===== src/hw/rtl/hhc_pkg.sv =====
`default_nettype none
package hhc_pkg;
  localparam int TableEntriesDefault = 8192;
  localparam int ProbeCountDefault = 8;
  localparam logic [31:0] FnvBasis = 32'd2166136261;
  localparam logic [31:0] FnvPrime = 32'd16777619;
  localparam int SlotIndexWidth = 13;
  localparam logic ModePut = 1'b0;
  localparam logic ModeGet = 1'b1;

  typedef struct packed {
    logic        mode;
    logic [63:0] key_high;
    logic [63:0] key_low;
    logic [63:0] value_in;
    logic [47:0] now_ms;
  } req_t;

  typedef struct packed {
    logic        hit;
    logic [63:0] value_out;
    logic [12:0] slot_index;
    logic        evicted;
  } resp_t;

  // queued job: request plus its hash and the enable seen at accept
  typedef struct packed {
    req_t        req;
    logic [31:0] hash;
    logic        enable;
  } job_t;
endpackage
`default_nettype wire


===== src/hw/rtl/hhc_front.sv =====
`default_nettype none
// Accepts a request and folds the 16 key bytes one per cycle.
module hhc_front (
  input  wire logic          clk,
  input  wire logic          rst,
  input  wire logic          table_enable,
  input  wire logic          in_valid,
  output logic               in_ready,
  input  wire hhc_pkg::req_t in_req,
  output logic               job_valid,
  input  wire logic          job_ready,
  output hhc_pkg::job_t      job
);
  import hhc_pkg::*;

  logic        busy;
  logic        done;
  logic [3:0]  cnt;
  logic [31:0] hash;
  req_t        req;
  logic        enable;
  logic [127:0] key;
  logic [7:0]  byte_sel;
  logic [31:0] mixed;

  assign key = {req.key_high, req.key_low};
  assign byte_sel = key[8'd127 - {1'b0, cnt, 3'd0} -: 8];
  assign mixed = (hash ^ {24'd0, byte_sel}) * FnvPrime;

  assign in_ready = !busy;
  assign job_valid = done;
  assign job = '{req: req, hash: hash, enable: enable};

  always_ff @(posedge clk) begin
    if (rst) begin
      busy <= 1'b0;
      done <= 1'b0;
      cnt <= '0;
    end else if (in_valid && in_ready) begin
      busy <= 1'b1;
      done <= 1'b0;
      cnt <= '0;
    end else if (busy && !done) begin
      cnt <= cnt + 4'd1;
      if (cnt == 4'd15) done <= 1'b1;
    end else if (done && job_ready) begin
      done <= 1'b0;
      busy <= 1'b0;
    end
  end

  always_ff @(posedge clk) begin
    if (in_valid && in_ready) begin
      req <= in_req;
      enable <= table_enable;
      hash <= FnvBasis;
    end else if (busy && !done) begin
      hash <= mixed;
    end
  end
endmodule
`default_nettype wire


===== config.mk =====
export PLATFORM = sky130hd
export DESIGN_NAME = hhc_front
export DESIGN_NICKNAME = d
export VERILOG_FILES = /design/src/hw/rtl/hhc_pkg.sv /design/src/hw/rtl/hhc_front.sv
export SDC_FILE = /design/constraint.sdc
export NUM_CORES = 1
export LEC_CHECK = 0
export BUFFER_PORTS_ARGS = -buffer_cell sky130_fd_sc_hd__buf_4
export CORE_AREA = 2 2 203 205
export DETAILED_ROUTE_END_ITERATION = 8
export DIE_AREA = 0 0 205 207
export PLACE_DENSITY = 0.62
export SYNTH_ARGS = -nofsm -noshare
export SYNTH_HDL_FRONTEND = slang
export SYNTH_SLANG_ARGS = --single-unit

===== constraint.sdc =====
create_clock -name clk -period 9.05 [get_ports clk]
set_input_delay 1.3575 -clock clk [delete_from_list [all_inputs] [get_ports clk]]
set_output_delay 1.3575 -clock clk [all_outputs]
set_load 0.01 [all_outputs]

==> metrics.cfg <==
[status]
outcome=finished, final reports clean

[worst_setup_path]
slowest_delay_ps=930
r2r_start=cnt[1]
path_max_fanout=35
crit_chain=mux4_2 -> nor2b_1 -> a211oi_2 -> a21oi_2 -> xor2_2 -> ha_1 -> ha_1 -> fa_1 -> ha_1 -> fa_1 -> ha_1 -> inv_1 -> fa_1 -> inv_1 -> ha_1 -> nand4_1 -> nor2_1 -> a22oi_1 -> a21boi_2 -> o21ba_2 -> o311ai_0 -> xnor2_1 -> a21oi_1
reg2regPathDepth=23
worst_r2r_endpoint=hash[31]
crit_slowest_cell=dfxtp_2
endpoint_kind=flop
r2r_setup_slack_ps=1840
critPathLaunchType=flop
path_common_cell=ha_1
cp.arrival_ps=7630
path_class=reg -> reg
critPathRequiredTime_ps=9470
cp-startpoint=cnt[1]
timing.critical_path.to=hash[31]

[route]
drtPass1Iterations=7
drc=0
wl_per_cell_um=26.5
wl_met1_mm=23.3
met3WireLength_mm=6.70
first_iter_violations=840
highest-signal-layer=met5
via_per_inst=4.91
vias=10688
ant_nets=0
routed_wl_mm=57.7
wl_met2_mm=26.1

[global_routing]
antenna_found_initial=12
grt-ovfl-total=0
track_usage=0.274
grt_max_degree=135
grt_pass1_wl_mm=80.5
grt_pass1_vias=10975

[placement]
hpwl_mm=48.5
finalWeightedCongestion=0.984
numPortBuffers=521
detailedPlace.worstSlack_ps=1810

[yosys]
ys_seq_area_frac=0.525
ys_seq_elements=280
synth_area_leaders=edfxtp_1, ha_1, fa_1
synth_top_area_frac=0.475
synth_cell_types=59
synth-edff-count=242
yosysMostFrequentCell=edfxtp_1
synth_area_leader_cell=edfxtp_1
ys_warn_count=0
synthFlopType=edfxtp_1
synth_area_um2=15300
synth.avg_cell_area_um2=14.3
syn-num-nets=1575
synth_commonest_cells=edfxtp_1, inv_1, ha_1
async_flop_share=0
syn_inst=1070

[cts]
cts_buffer_depth=3
cts_buffers=35
clk_latency_ps=560
post_cts_buffers=0
cts-root-buf=clkbuf_16
cts.sinks=280
clk_pin_slew_ps=50
cts-htree-levels=2
holdBufCountCts=0
cts_tree=yes
cts.repair.resized=0

[timing]
finalWorstSetupSlack_ps=1840
fin_crit_sh=0.797
skew_ps=38.8
timing.fmax_ghz=0.139
grt_setup_unrepaired=false
final_hold_viol_count=0
whs_ps=508
finalMaxSlewViolations=0
relSlewSlack=0.356
worstMarginPinSlew_ps=966
post-route-min-period_ps=7210
setup_tns_ps=0
setup_violations=0

[final_layout]
utilization=0.519
nets=2119
nFillCells=3582
final_layout_size_suffix_gt1_frac=0.384
synthToLayoutAreaGrowth_pct=36.8

[die]
die_w_um=205
rows=74
die_area_um2=42400
core_area_um2=40400
start_util=0.379
io-pin-count=522
die_h_um=207

[job]
maxCapViolCount=0

[worst_hold_path]
min_path_type=reg -> reg

[sequential cells by signal, summed over array words and instances (netlist names)]
| name | count |
|---|---|
| enable | 1 |
| cnt | 4 |
| hash | 32 |
| job_valid | 1 |
| busy | 1 |
| job | 241 |
[final cells by class]
class | instances | area, um^2 | area share
antenna | 6 | 15.0 | 0.000717
clock buffer | 46 | 927 | 0.0443
clock inverter | 16 | 166 | 0.00795
inverter | 207 | 785 | 0.0375
multi-input combinational | 563 | 6380 | 0.305
sequential | 280 | 8030 | 0.384
tap | 532 | 666 | 0.0318
timing repair buffer | 527 | 3970 | 0.190
[cell families after synthesis]
family          share of synthesized area
buf+inv                            0.0585
mux                                0.0594
simple gates                       0.0291
flops                               0.525
fa+ha+maj                           0.248
compound gates                     0.0497
xor+xnor                           0.0307
[metrics by stage]
stage	cell area (um^2)	instances
6_report	20900	2177
2_1_floorplan	15300	1070
3_5_place_dp	19800	2109
3_3_place_gp	19800	2109
4_1_cts	20900	2171
5_1_grt	20900	2172
[layout by cell type, fill, tap and decap left out, drive strengths merged, types with 4 or more instances in the layout]
cell / n
clkbuf: 46
ha: 185
xor2: 28
edfxtp: 242
mux4: 39
inv: 207
a211oi: 8
a21oi: 34
fa: 74
nor2: 24
a21o: 9
nand2: 32
buf: 527
o21ai: 28
clkinv: 15
xnor2: 23
nand3: 7
diode: 6
nor3: 14
a31oi: 6
a22o: 4
dfxtp: 38
[critical path, delay by kind of cell (launching register included)]
family,cells,cell delay (ps)
XOR/XNOR,2,760
AO/OA/AOI/OAI,7,1330
AND/OR/NAND/NOR,3,420
adder cells (fa/ha/maj),8,2920
multiplexers,1,590
flip-flops,1,930
buffers and inverters,2,90
[how the worst min path moves through the flow]
stage | startpoint | end | cells after the start
CTS | hash[0] | hash[0] | 1
global placement | hash[0] | hash[0] | 1
finish | hash[0] | hash[0] | 1
floorplan | busy | busy | 2
detailed placement | hash[0] | hash[0] | 1
global route | hash[0] | hash[0] | 1
[routing by layer]
metal | GRT usage | vias to the layer above
li1 | - | 4870
met1 | 0.358 | 5232
met2 | 0.415 | 503
met3 | 0.118 | 77
met4 | 0.0784 | 6
met5 | 0 | -
Power is left out: the tool's default activity adds up to more than one toggle a clock period on the data nets, which glitch-free logic cannot reach.
