### src/hw/rtl/hhc_pkg.sv
`default_nettype none
package hhc_pkg;
  localparam int TableEntriesDefault = 8192;
  localparam int ProbeCountDefault = 8;
  localparam logic [31:0] FnvBasis = 32'd2166136261;
  localparam logic [31:0] FnvPrime = 32'd16777619;
  localparam int SlotIndexWidth = 13;
  localparam logic ModePut = 1'b0;
  localparam logic ModeGet = 1'b1;

  typedef struct packed {
    logic        mode;
    logic [63:0] key_high;
    logic [63:0] key_low;
    logic [63:0] value_in;
    logic [47:0] now_ms;
  } req_t;

  typedef struct packed {
    logic        hit;
    logic [63:0] value_out;
    logic [12:0] slot_index;
    logic        evicted;
  } resp_t;

  // queued job: request plus its hash and the enable seen at accept
  typedef struct packed {
    req_t        req;
    logic [31:0] hash;
    logic        enable;
  } job_t;
endpackage
`default_nettype wire

### src/hw/rtl/hhc_queue.sv
`default_nettype none
// Two-entry queue between hash front and table back.
module hhc_queue (
  input  wire logic          clk,
  input  wire logic          rst,
  input  wire logic          wr_valid,
  output logic               wr_ready,
  input  wire hhc_pkg::job_t wr_job,
  output logic               rd_valid,
  input  wire logic          rd_ready,
  output hhc_pkg::job_t      rd_job
);
  import hhc_pkg::*;

  job_t       mem [2];
  logic       wp;
  logic       rp;
  logic [1:0] fill;
  logic       wr;
  logic       rd;

  assign wr_ready = fill != 2'd2;
  assign rd_valid = fill != 2'd0;
  assign rd_job = mem[rp];
  assign wr = wr_valid && wr_ready;
  assign rd = rd_valid && rd_ready;

  always_ff @(posedge clk) begin
    if (rst) begin
      wp <= 1'b0;
      rp <= 1'b0;
      fill <= '0;
    end else begin
      if (wr) wp <= !wp;
      if (rd) rp <= !rp;
      fill <= fill + {1'b0, wr} - {1'b0, rd};
    end
  end

  always_ff @(posedge clk) begin
    if (wr) mem[wp] <= wr_job;
  end
endmodule
`default_nettype wire

### config.mk
export PLATFORM = sky130hd
export DESIGN_NAME = hhc_queue
export DESIGN_NICKNAME = d
export VERILOG_FILES = /design/src/hw/rtl/hhc_pkg.sv /design/src/hw/rtl/hhc_queue.sv
export SDC_FILE = /design/constraint.sdc
export NUM_CORES = 1
export LEC_CHECK = 0
export ABC_CLOCK_PERIOD_IN_PS = 21100
export CORE_ASPECT_RATIO = 0.7
export CORE_MARGIN = 4
export CORE_UTILIZATION = 40
export DETAILED_ROUTE_END_ITERATION = 16
export DONT_BUFFER_PORTS = 1
export SYNTH_ARGS = -nofsm -noshare
export SYNTH_HDL_FRONTEND = slang
export SYNTH_SLANG_ARGS = --single-unit
### constraint.sdc
create_clock -name clk -period 21.1 [get_ports clk]
set_input_delay 1.055 -clock clk [delete_from_list [all_inputs] [get_ports clk]]
set_output_delay 1.055 -clock clk [all_outputs]
set_load 0.01 [all_outputs]
==> results of run 1 <==
## registers in the layout (all words and copies together) (netlist names), named ones only
register,cells
mem,548
fill,2
rp,1
wp,1
## tightest hold or removal path, delay by kind of cell (launching register included)
kind	cells	cell delay (ns)
flip-flops	1	0.32
XOR/XNOR	1	0.08
AND/OR/NAND/NOR	1	0.07
## power by group through the flow
stage	clock [mW]	sequential, mW	combinational (mW)
after detailed placement	0	1.39	0.416
final	0.881	1.37	0.406
after global placement	0	1.39	0.414
after global routing	0.958	1.38	0.433
after CTS	0.909	1.37	0.418
after floorplan	0	1.40	0.359
## worst paths after layout
path | startpoint | end | slack [ns] | cells after the start
min | rp | rp | 0.50 | 2
min reg2reg | rp | rp | 0.50 | 2
max reg2reg | fill[0] | mem[0][119] | 17.32 | 5
max | register | rd_job[269] | 16.52 | 3
## layer usage
layer  vias to the layer above  global-route usage, %  wire [µm]
met5                         -                      0          0
met4                         0                   4.19        964
met3                        68                   7.61       4800
met2                       369                   24.6      20600
met1                      4218                   15.5      14400
li1                       3582                      -          -
## final cells by class
cell class / instances / share of cell area, %
Multi-Input combinational cell: 297 / 14.5
Tap cell: 665 / 3.73
Timing Repair Buffer: 8 / 0.325
Clock inverter: 29 / 1.08
Sequential cell: 553 / 74.2
Inverter: 1 / 0.0504
Clock buffer: 64 / 6.13
## cell families (layout without fill, tap and decap cells)
| kind of cell | after synthesis | in the layout |
|---|---|---|
| flip-flops | 553 | 553 |
| XOR/XNOR | 1 | 1 |
| adder cells (fa/ha/maj) | 1 | 1 |
| multiplexers | 274 | 274 |
| AND/OR/NAND/NOR | 15 | 15 |
| buffers and inverters | 31 | 102 |
| AO/OA/AOI/OAI | 6 | 6 |
## metrics by stage
step / utilization [%] / instance area [µm²] / hold WS [ns] / std cells
after global routing: 45.1 / 22300 / 0.514 / 1617
after global placement: 41.8 / 20700 / 0.488 / 1524
after CTS: 45.1 / 22300 / 0.507 / 1617
final: 45.1 / 22300 / 0.503 / 1617
after floorplan: - / 20100 / 0.472 / 881
after detailed placement: 41.8 / 20700 / 0.492 / 1524
## Yosys cell counts
master,instances,area [µm²]
edfxtp_1,548,16500
mux2_2,274,3090
buf_6,26,293
dfxtp_1,5,100
nor2_1,4,15.0
buf_4,3,22.5
and3_1,2,12.5
o21ai_0,2,10.0
a21bo_2,1,10.0
a21oi_1,1,5.00
and2b_1,1,7.51
buf_2,1,5.00
ha_1,1,12.5
inv_1,1,3.75
nand2b_1,1,6.26
nand3_1,1,5.00
nand3b_1,1,7.51
nor2b_1,1,6.26
nor3_1,1,5.00
nor4_1,1,6.26
nor4bb_1,1,10.0
o21ba_2,1,10.0
o31a_1,1,8.76
or2_2,1,6.26
xor2_1,1,8.76
==> impl_metrics.ini, run 1 <==
[floorplan]
die_x_um = 276
core_area_mm2 = 0.0495
die_h_um = 196
num_rows = 68
io_pins = 554
initial_utilization_pct = 40.6
die_area_mm2 = 0.0540

[critical_path]
end_kind = primary output
slowest_delay_ns = 0.80
worst-path-max-fanout = 75
arrival_ns = 3.52
cpLargestDelayFamily = buffers and inverters
crit_slowest_cell = buf_4
worstPathCellList = buf_4 -> buf_4 -> mux2_2
critPathLaunchType = register
cp_common_cell = buf_4
path_buf_inv = 2
cp_data_required_time_ns = 20.05
worstSetupPathType = reg -> out

[route]
ant_nets = 0
vias_per_cell = 5.09
totalWireLength_mm = 40.7
drt-wirelength-per-cell_um = 25.2
via_count = 8237
drt-initial-drc-count = 685
dr.pass1.iters = 4
route.detailed.drc = 0

[synth]
syn_nets = 1160
ys_seq_elements = 553
synth_compound_area_share_pct = 0.218
ys_warn_count = 0
synth_top_family_by_area = multiplexers
ys_seq_area_share_pct = 82.3
synth_cells = 881
synth_xor_area_share_pct = 0.0435
synth.distinct_cells = 25
synth_area_mm2 = 0.0201
synth-simple-area-share_pct = 0.435
synth_area_per_cell_um2 = 22.8
synthMuxAreaShare_pct = 15.3
synthAdderAreaFrac_pct = 0.0622

[placed_design]
pre_cts_slack_ns = 16.99
gp_congestion = 0.764
hpwl_mm = 27.1
port_buffers = 0

[final_layout]
fillers = 4147
ff_latch_area_mm2 = 0.0166
antenna_cells = 0
area_delta_synth_final_pct = 11.0
layout-drive-gt1-share_pct = 37.4
nets = 1190
multi_input_area_mm2 = 0.00324
final_common_cell = edfxtp_1
layout_common_cells = 548 x edfxtp_1, 274 x mux2_2, 53 x clkbuf_16, 14 x clkinv_1, 11 x clkbuf_1

[clock_tree]
worst_skew_pair.late_latency_ns = 0.57
cts.path.max_buffers = 3
cts_buffers = 50
tritoncts = done
cts-resized-gates = 0
htree_levels = 2
holdBufCountCts = 0
cts-root-buf = clkbuf_16
cts_setup_buffers = 0
clkTransAtPathRegs_ns = 0.06
cts_sinks = 553

[timing]
drv_slew = 0
setup_ws_ns = 16.52
worstMarginPinSlew_ns = 1.26
min_period_ns = 4.58
setup_viol = 0
hold_viol_final = 0
tns_ns = 0
fin_crit_sh_pct = 21.7
timing.fmax_mhz = 218
fin_skew_ns = 0.0130
rsz0062_at_grt = no
relSlewSlack_pct = 15.9

[global_route]
gr-usage-all-layers_pct = 14.3
grt_pass1_wl_mm = 58.2
overflow = 0
antenna_found_initial = 0
grt_pass1_vias = 8528
grt_max_degree = 127

[power_and_ir_drop]
p_comb_share_pct = 15.3
swShare_pct = 24.9
p_per_area_mw_per_mm2 = 119
power_frac_seq_pct = 51.6
p_total_mw = 2.66
p_switching_uw = 661
clkPwrFrac_pct = 33.2
power.internal_mw = 2.00
p_leak_nw = 7.06
peakVddDrop_mv = 0.0727

[status]
status = complete, no violations

[min_path]
hp-class = reg -> reg

[job]
cap_viol_max_count = 0
No activity file was read; power rests on OpenSTA's default activity.
==> run 2: changes to the inputs <==
ABC_CLOCK_PERIOD_IN_PS = 4600   (was 21100)
clock period = 4.6 ns   (was 21.1 ns; I/O delays follow)
==> impl_metrics.ini, run 2 (same netlist as run 1, synthesis figures left out) <==
[clock_tree]
clkTransAtPathRegs_ns = 0.07
cts-resized-gates = 0
cts_setup_buffers = 0
worst_skew_pair.late_latency_ns = 0.57
cts_sinks = 553
cts_buffers = 52
cts.path.max_buffers = 3
tritoncts = done
cts-root-buf = clkbuf_16
holdBufCountCts = 278
htree_levels = 2

[job]
cap_viol_max_count = 0

[power_and_ir_drop]
p_per_area_mw_per_mm2 = 503
swShare_pct = 25.3
power_frac_seq_pct = 49.4
p_comb_share_pct = 17.0
p_total_mw = 12.7
p_switching_mw = 3.22
p_leak_nw = 8.29
power.internal_mw = 9.50
clkPwrFrac_pct = 33.6
peakVddDrop_mv = 0.332

[final_layout]
reg.largest.list = mem x548, fill x2
ff_latch_area_mm2 = 0.0166
final_common_cell = edfxtp_1
final_core_util_pct = 51.0
fillers = 3885
layout-drive-gt1-share_pct = 29.6
largest-register = mem
nets = 1472
largest_register_ffs = 548
layoutNonFillerInstCount = 1901
layout_common_cells = 548 x edfxtp_1, 278 x dlygate4sd3_1, 274 x mux2_2, 53 x clkbuf_16, 16 x clkinv_1
multi_input_area_mm2 = 0.00325
area_delta_synth_final_pct = 25.6

[route]
route.detailed.drc = 0
ant_nets = 0
wl_met2_mm = 22.6
via_count = 9391
drt-met1-wl_mm = 15.8
highest_layer = met5
wl_met3_mm = 3.48
totalWireLength_mm = 42.8
vias_per_cell = 4.94
dr.pass1.iters = 4
drt-initial-drc-count = 535
drt-wirelength-per-cell_um = 22.5

[global_route]
grt_pass1_wl_mm = 63.8
gr-usage-all-layers_pct = 15.3
overflow = 0
grt_max_degree = 156
antenna_found_initial = 2
grt_pass1_vias = 10115

[floorplan]
core_area_mm2 = 0.0495
initial_utilization_pct = 40.6
die_x_um = 276
die_area_mm2 = 0.0540
die_h_um = 196
io_pins = 554
num_rows = 68

[timing]
rsz0062_at_grt = no
fin_skew_ns = 0.0109
hold_viol_final = 0
worstMarginPinSlew_ns = 1.11
min_period_ns = 2.78
timing.fmax_mhz = 360
whs_ns = 0.0756
drv_slew = 0
setup_viol = 0
fin_crit_sh_pct = 60.3
relSlewSlack_pct = 26.1
setup_ws_ns = 1.82

[critical_path]
critPathLaunchType = register
cp_data_required_time_ns = 4.37
worst-path-max-fanout = 52
worstSetupPathType = reg -> out
arrival_ns = 2.55
end_kind = primary output

[placed_design]
pre_cts_slack_ns = 1.88
gp_congestion = 0.741
hpwl_mm = 27.2
dp.cells = 1526
port_buffers = 0

[min_path]
hp-class = in -> reg

[status]
status = complete, no violations
run 2: worst max-delay path, cell delays in order, from the launching register on:
cell	delay [ns]
dfxtp_4	0.83
buf_4	0.64
mux2_2	0.46
run 2: per-layer routing:
layer | up-vias | track usage, %
met5 | - | 0
met2 | 351 | 27.2
met1 | 4816 | 17.2
met4 | 2 | 4.53
met3 | 62 | 5.87
li1 | 4160 | -
run 2: stage by stage:
step | setup TNS [ns] | area [µm²]
3_5_place_dp | 0 | 20800
5_1_grt | 0 | 25300
6_report | 0 | 25300
2_1_floorplan | -143.50 | 20100
3_3_place_gp | 0 | 20800
4_1_cts | 0 | 25300
run 2: area by class of cell:
class	instances	share of cell area, %
flip-flops and latches	553	65.5
clock buffers	61	5.37
inverters	1	0.0297
well taps	665	3.29
clock inverters	35	1.36
repair buffers	288	11.6
diodes	1	0.00990
multi-input cells	297	12.9
run 2: worst paths after layout:
check / start / end / slack (ns) / cells past startpoint
hold / removal: rd_ready / fill[0] / 0.08 / 4
setup / recovery: register / rd_job[193] / 1.82 / 2
hold reg to reg: rp / rp / 0.51 / 2
setup reg to reg: fill[0] / mem[0][97] / 1.90 / 5
run 2: power groups by stage:
stage | clock network, mW | logic, mW | registers, mW
final | 4.28 | 2.17 | 6.28
after detailed placement | 0 | 1.97 | 6.39
after global placement | 0 | 1.97 | 6.36
after CTS | 4.40 | 2.21 | 6.28
after global routing | 4.64 | 2.29 | 6.32
after floorplan | 0 | 1.65 | 6.38
